===== src/rtl/vector3_normalize_macros.svh =====
// Assertion macros shared by the vector normaliser RTL.
// Each macro samples on clock and is disabled while reset is high.
`ifndef VECTOR3_NORMALIZE_MACROS_SVH
`define VECTOR3_NORMALIZE_MACROS_SVH

// Antecedent implies consequent in the same cycle.
`define V3N_ASSERT_IMP(lbl, ante, cons, msg) \
   lbl: assert property (@(posedge clock) disable iff (reset) (ante) |-> (cons)) \
      else $error(msg);

// Expression must never be true.
`define V3N_ASSERT_NEVER(lbl, expr, msg) \
   lbl: assert property (@(posedge clock) disable iff (reset) !(expr)) else $error(msg);

`endif


===== src/rtl/v3n_isqrt.sv =====
// Pipelined integer square root of a 64-bit value, two radicand bits per stage.
// Depends on nothing; side-band data travels alongside each operand.
`timescale 1ns / 1ps
`default_nettype none
module v3n_isqrt #(
   parameter int SW = 8
) (
   input  wire logic          clock,
   input  wire logic          reset,
   input  wire logic          in_valid,
   input  wire logic [63:0]   in_value,
   input  wire logic [SW-1:0] in_side,
   output logic               out_valid,
   output logic [31:0]        out_root,
   output logic [SW-1:0]      out_side
);

   localparam int STAGES = 32;

   logic [STAGES:0]         valid_ff;
   logic [33:0]             rem_ff  [0:STAGES];
   logic [31:0]             root_ff [0:STAGES];
   logic [63:0]             val_ff  [0:STAGES];
   logic [SW-1:0]           side_ff [0:STAGES];

   assign valid_ff[0] = in_valid;
   assign rem_ff[0]   = '0;
   assign root_ff[0]  = '0;
   assign val_ff[0]   = in_value;
   assign side_ff[0]  = in_side;

   for (genvar k = 0; k < STAGES; k++) begin : g_stage
      logic [35:0] rem_t;
      logic [35:0] trial;
      logic        take;
      logic [33:0] rem_in;
      logic [31:0] root_in;

      always_comb begin
         rem_t   = {rem_ff[k], val_ff[k][63:62]};
         trial   = {2'b00, root_ff[k], 2'b01};
         take    = rem_t >= trial;
         rem_in  = take ? 34'(rem_t - trial) : rem_t[33:0];
         root_in = {root_ff[k][30:0], take};
      end

      always_ff @(posedge clock) begin
         if (reset) begin
            valid_ff[k+1] <= 1'b0;
         end else begin
            valid_ff[k+1] <= valid_ff[k];
         end
         rem_ff[k+1]  <= rem_in;
         root_ff[k+1] <= root_in;
         val_ff[k+1]  <= {val_ff[k][61:0], 2'b00};
         side_ff[k+1] <= side_ff[k];
      end
   end

   assign out_valid = valid_ff[STAGES];
   assign out_root  = root_ff[STAGES];
   assign out_side  = side_ff[STAGES];

endmodule
`default_nettype wire


===== config.mk =====
export PLATFORM = sky130hd
export DESIGN_NAME = v3n_isqrt
export DESIGN_NICKNAME = d
export VERILOG_FILES = /design/src/rtl/vector3_normalize_macros.svh /design/src/rtl/v3n_isqrt.sv
export SDC_FILE = /design/constraint.sdc
export NUM_CORES = 2
export LEC_CHECK = 0
export BUFFER_PORTS_ARGS = -buffer_cell sky130_fd_sc_hd__buf_4
export CAP_MARGIN = 20
export CELL_PAD_IN_SITES_DETAIL_PLACEMENT = 0
export CELL_PAD_IN_SITES_GLOBAL_PLACEMENT = 1
export CORE_UTILIZATION = 37
export CTS_CLUSTER_SIZE = 28
export DETAILED_ROUTE_END_ITERATION = 10
export PLACE_DENSITY = 0.66
export SKIP_LAST_GASP = 1
export SLEW_MARGIN = 20
export SYNTH_ARGS = -nofsm -noshare
export SYNTH_HDL_FRONTEND = slang
export SYNTH_SLANG_ARGS = --single-unit

===== constraint.sdc =====
create_clock -name clock -period 7.6 [get_ports clock]
set_input_delay 0.76 -clock clock [delete_from_list [all_inputs] [get_ports clock]]
set_output_delay 0.76 -clock clock [all_outputs]
set_load 0.005 [all_outputs]

Word-level counts from Yosys, hierarchy flattened:

Cells that the tools add are included.

* logic and storage cells: 253
* output and inout bits: 41
* register bits after elaboration: 2831

* mux-type cells: 31
* add/sub/neg operators: 31
* magnitude comparators: 32

Operators by type and width (number)
* 34-bit 2-to-1 mux: 30
* 36-bit by 10-bit >= comparator with 1-bit output: 1
* 36-bit by 11-bit >= comparator with 1-bit output: 1
* 36-bit by 12-bit >= comparator with 1-bit output: 1
* 36-bit by 13-bit >= comparator with 1-bit output: 1
* 36-bit by 14-bit >= comparator with 1-bit output: 1
* 36-bit by 15-bit >= comparator with 1-bit output: 1
* 36-bit by 16-bit >= comparator with 1-bit output: 1
* 36-bit by 17-bit >= comparator with 1-bit output: 1
* 36-bit by 18-bit >= comparator with 1-bit output: 1
* 36-bit by 19-bit >= comparator with 1-bit output: 1
* 36-bit by 20-bit >= comparator with 1-bit output: 1
* 36-bit by 21-bit >= comparator with 1-bit output: 1
* 36-bit by 22-bit >= comparator with 1-bit output: 1
* 36-bit by 23-bit >= comparator with 1-bit output: 1
* 36-bit by 24-bit >= comparator with 1-bit output: 1
* 36-bit by 25-bit >= comparator with 1-bit output: 1
* 36-bit by 26-bit >= comparator with 1-bit output: 1
* 36-bit by 27-bit >= comparator with 1-bit output: 1
* 36-bit by 28-bit >= comparator with 1-bit output: 1
* 36-bit by 29-bit >= comparator with 1-bit output: 1
* 36-bit by 3-bit >= comparator with 1-bit output: 1
* 36-bit by 30-bit >= comparator with 1-bit output: 1
* 36-bit by 31-bit >= comparator with 1-bit output: 1
* 41 further kinds: 41

Longest topological paths before layout:

* depth after elaboration: 2
* gate-level depth with buffers: 14

Worst setup path after synthesis:

No wires, ideal clock.

* kind: register to register
* from: reg root_ff (netlist bit g_stage[28].root_in[3])
* to: reg rem_ff (netlist bit g_stage[29].rem_t[28])
* clock period less this slack: 3373 ps
* arrival: 3253 ps
* required time: 7479 ps
* cell stages (with the launch flop): 11
* path slack: 4227 ps
* setup time: 121 ps
* cells stage by stage: dfxtp_1 -> inv_1 -> ha_1 -> a2111oi_0 -> a21boi_0 -> o311a_1 -> a2111oi_0 -> o21ai_0 -> a31oi_1 -> xnor2_1 -> mux2_2

* cells in the longest elaborated chain, start to end: 2

RTL lines
* start, declared: RTL line v3n_isqrt.sv:22 `logic [31:0] root_ff [0:STAGES];`
* start signal, assigned by index: RTL line v3n_isqrt.sv:54 `root_ff[k+1] <= root_in;`
* 34-bit by 30-bit subtractor with 34-bit output / 36-bit by 30-bit >= comparator with 1-bit output (equally long branches): RTL line v3n_isqrt.sv:43, v3n_isqrt.sv:42
* 34-bit 2-to-1 mux (*): RTL line v3n_isqrt.sv:43 `rem_in = take ? 34'(rem_t - trial) : rem_t[33:0];`
* net g_stage[28].rem_in[26]: RTL line v3n_isqrt.sv:36 `logic [33:0] rem_in;`
* end signal, assigned by index: RTL line v3n_isqrt.sv:53 `rem_ff[k+1] <= rem_in;`
* end, declared: RTL line v3n_isqrt.sv:21 `logic [33:0] rem_ff [0:STAGES];`

Mark *: on every way through the listed nets, which the timed path passes. The rest lies on a longest branch.
A chain may end at the register's enable or synchronous reset.

Worst setup path in the final report:

* from: reg root_ff (netlist bit g_stage[10].root_in[1])
* to: reg rem_ff (netlist bit g_stage[11].rem_t[27])

* cells in the longest elaborated chain, start to end: 2

RTL lines (RTL line)
* 34-bit by 12-bit subtractor with 34-bit output / 36-bit by 12-bit >= comparator with 1-bit output (equally long branches): v3n_isqrt.sv:43, v3n_isqrt.sv:42
* 34-bit 2-to-1 mux (*): v3n_isqrt.sv:43
* net g_stage[10].rem_in[25]: v3n_isqrt.sv:36

Marked as above.

==> results.cfg <==
[clock_tree]
tritoncts = done
cts.sinks = 2811
cts_buffers = 305
htreeDepth = 5
cts.repair.resized = 0
root_buffer = clkbuf_16
clk_pin_slew_worst_paths_ns = 0.06
worst_skew_pair.late_latency_ns = 0.88
clockBufferDepth = 4
cts_hold_buf = 71
cts_setup_buffers = 0

[detailed_routing]
vias = 64684
first_pass_iters = 8
totalWireLength_mm = 209.7
drc_errors = 16
post_drt_wl_per_cell_um = 15.40
via_per_inst = 4.748
drt_iter0_markers = 3307
ant_nets = 0

[worst_hold_path]
hp-class = input pin to register
hold_start = in_value[63]

[global_routing]
antenna_found_initial = 2
first_global_vias = 64211
gr-total-overflow = 0
grt_max_degree = 60
grt_usage = 0.1529
grt_pass1_wl_mm = 336.5

[power_and_ir_drop]
power.density_nw_per_um2 = 340.4
combPwrFrac = 0.140
total_power_w = 0.03896
vdd_drop_max_mv = 0.2343
pwr-share-clk = 0.382
seq_power_share = 0.478
p_leak_nw = 52.57
p_sw_w = 0.01058
p_int_w = 0.02838
swShare = 0.2716

[critical_path]
cp-start-kind = register
reg2reg_from = g_stage[10].root_in[1]
setup.worst_path.start = g_stage[10].root_in[1]
crit_required_ns = 8.39
end_kind = register
cp.arrival_ns = 4.82
worstSetupPathType = register to register
crit_path_max_fanout = 25

[yosys]
ys_top_cells_by_area = dfxtp_1 57%, ha_1 7.1%, xor2_1 3.9%, xnor2_1 3.6%, a21oi_1 2.9%
synth-edff-count = 0
async_flop_share = 0
ys_seq_area_frac = 0.5707
synthFlopType = dfxtp_1
syn-instance-count = 9522
synth_seq_cells = 2811
syn_area_um2 = 98610
postSynthAreaPerCell_um2 = 10.36
synth.distinct_cells = 86
synth_top_area_cell = dfxtp_1
synthesis.nets = 10159
synth_top_cell_area_share = 0.5707
yosysWarnings = 0

[final_layout]
drive_gt1_frac = 0.08052
final_nets = 10481
syn2layout_area_growth_pct = 16.07

[sta]
finalMaxSlewViolations = 0
period_share = 0.5311
rsz0062_at_grt = false
tightest_slew_ns = 1.058
max_freq_ghz = 0.2477
skew_ns = 0.03564
finalSetupTns_ns = 0
min_period_ns = 4.037
setup_violations = 0
slew_headroom = 0.2852
hold_viol = 0

[run_status]
status = finished with violations
violations = DRC

[floorplan]
die_h_um = 518.3
core_um2 = 265100
ioPinCount = 116
die_x_um = 518.3
start_util = 0.3720
rows = 189
die_area_um2 = 268600

[run]
max_cap_violations = 0

[placed_design]
portBuffers = 115
dp_hpwl_mm = 157.2
gp_congestion = 0.8618
[metrics by stage]
stage               worst slack, ns  utilization  hold WS [ns]  cells  instance area (um2)
global placement              3.238       0.3900        0.3095  12999               103400
CTS                           3.174       0.4317       0.02601  13618               114400
floorplan                     4.227            -        0.3096   9522                98610
finish                        3.563       0.4318        0.1180  13622               114500
detailed placement            3.222       0.3900        0.3121  12999               103400
global route                  3.227       0.4318       0.06384  13622               114500
[worst max-delay path: stages (launching register included)]
cell and delay, ns:
dfxtp_1 0.32, inv_1 0.04, ha_1 0.35, nor2b_1 0.17
o21a_1 0.17, o21ai_0 0.33, a211oi_1 0.17, o311ai_1 0.68
nand3_1 0.94, and4_1 0.55, nand2_1 0.11, xnor2_1 0.12
[placed cells by master, fill, tap and decap left out, types with 100 or more instances in the layout]
cell type | synthesis | final
dfxtp_1 | 2811 | 2811
inv_1 | 715 | 715
nand2_1 | 630 | 629
nor2_1 | 591 | 588
a21oi_1 | 575 | 574
ha_1 | 562 | 562
o21ai_0 | 503 | 502
xor2_1 | 437 | 437
xnor2_1 | 409 | 409
clkbuf_16 | 0 | 314
nor3_1 | 229 | 229
a21o_1 | 219 | 219
nand3_1 | 149 | 149
buf_4 | 9 | 137
nor2b_1 | 125 | 125
nor4_1 | 124 | 123
nand2b_1 | 113 | 112
or3_1 | 105 | 105
nand4_1 | 100 | 100
[layer usage]
metal  global-route usage  routed length, um
met4              0.05491               6848
met2               0.2685             100800
met5                    0                  0
met1               0.1894              94250
met3              0.02185               7845
[Yosys cell counts, types with 22 or more instances]
cell / count
a21oi_1: 575
o21bai_1: 44
o211ai_1: 44
nand4_1: 100
or4_1: 62
and2_1: 29
ha_1: 562
mux2_2: 73
o21a_1: 93
a31oi_1: 49
nor4_1: 124
a211oi_1: 49
nor2b_1: 125
and3_1: 62
nand3b_1: 22
clkbuf_1: 162
nor2_1: 591
or3_1: 105
nor3_1: 229
nand2b_1: 113
a21boi_0: 22
o31ai_1: 55
nand3_1: 149
inv_1: 715
dfxtp_1: 2811
nand2_1: 630
xnor2_1: 409
o21ai_0: 503
a21o_1: 219
or2_2: 56
xor2_1: 437
[logic make-up after synthesis]
logic type               Yosys count  share of synthesized area
flip-flops                      2811                     0.5707
AND/OR/NAND/NOR                 2472                     0.1240
AO/OA/AOI/OAI                   1837                     0.1145
buffers and inverters            910                    0.03506
XOR/XNOR                         846                    0.07514
adder cells (fa/ha/maj)          562                    0.07131
multiplexers                      83                   0.009351
other                              1                 0.00003803
[final cells by class]
class                      count  area, um2
clock inverter               135       1618
sequential                  2811      56270
fill                       25086     150600
multi-input combinational   5801      38990
tap                         3533       4420
timing repair buffer         208       1739
antenna                        4      10.01
clock buffer                 413       8720
inverter                     717       2691
[flip-flops by register name, summed over array words and instances (netlist names)]
| name | cells |
|---|---|
| out_root | 32 |
| out_valid | 1 |
| side_ff | 248 |
| out_side | 8 |
| g_stage.root_in | 496 |
| g_stage.rem_t | 1065 |
| valid_ff | 31 |
| val_ff | 930 |
[worst paths after layout]
check        slack [ns]                     to  depth (start not counted)
max                3.56  g_stage[11].rem_t[27]                         11
max reg2reg        3.56  g_stage[11].rem_t[27]                         11
min                0.12  g_stage[1].root_in[1]                          2
min reg2reg        0.31            side_ff[57]                          0
[power by group through the flow]
| stage | sequential [W] | combinational [W] | clock (W) |
|---|---|---|---|
| 2_1_floorplan | 0.0183 | 0.00424 | 0 |
| 6_report | 0.0186 | 0.00546 | 0.0149 |
| 5_1_grt | 0.0189 | 0.00613 | 0.0161 |
| 3_5_place_dp | 0.0190 | 0.00543 | 0 |
| 3_3_place_gp | 0.0190 | 0.00540 | 0 |
| 4_1_cts | 0.0187 | 0.00550 | 0.0154 |
Power figures use the tool's default switching activity.
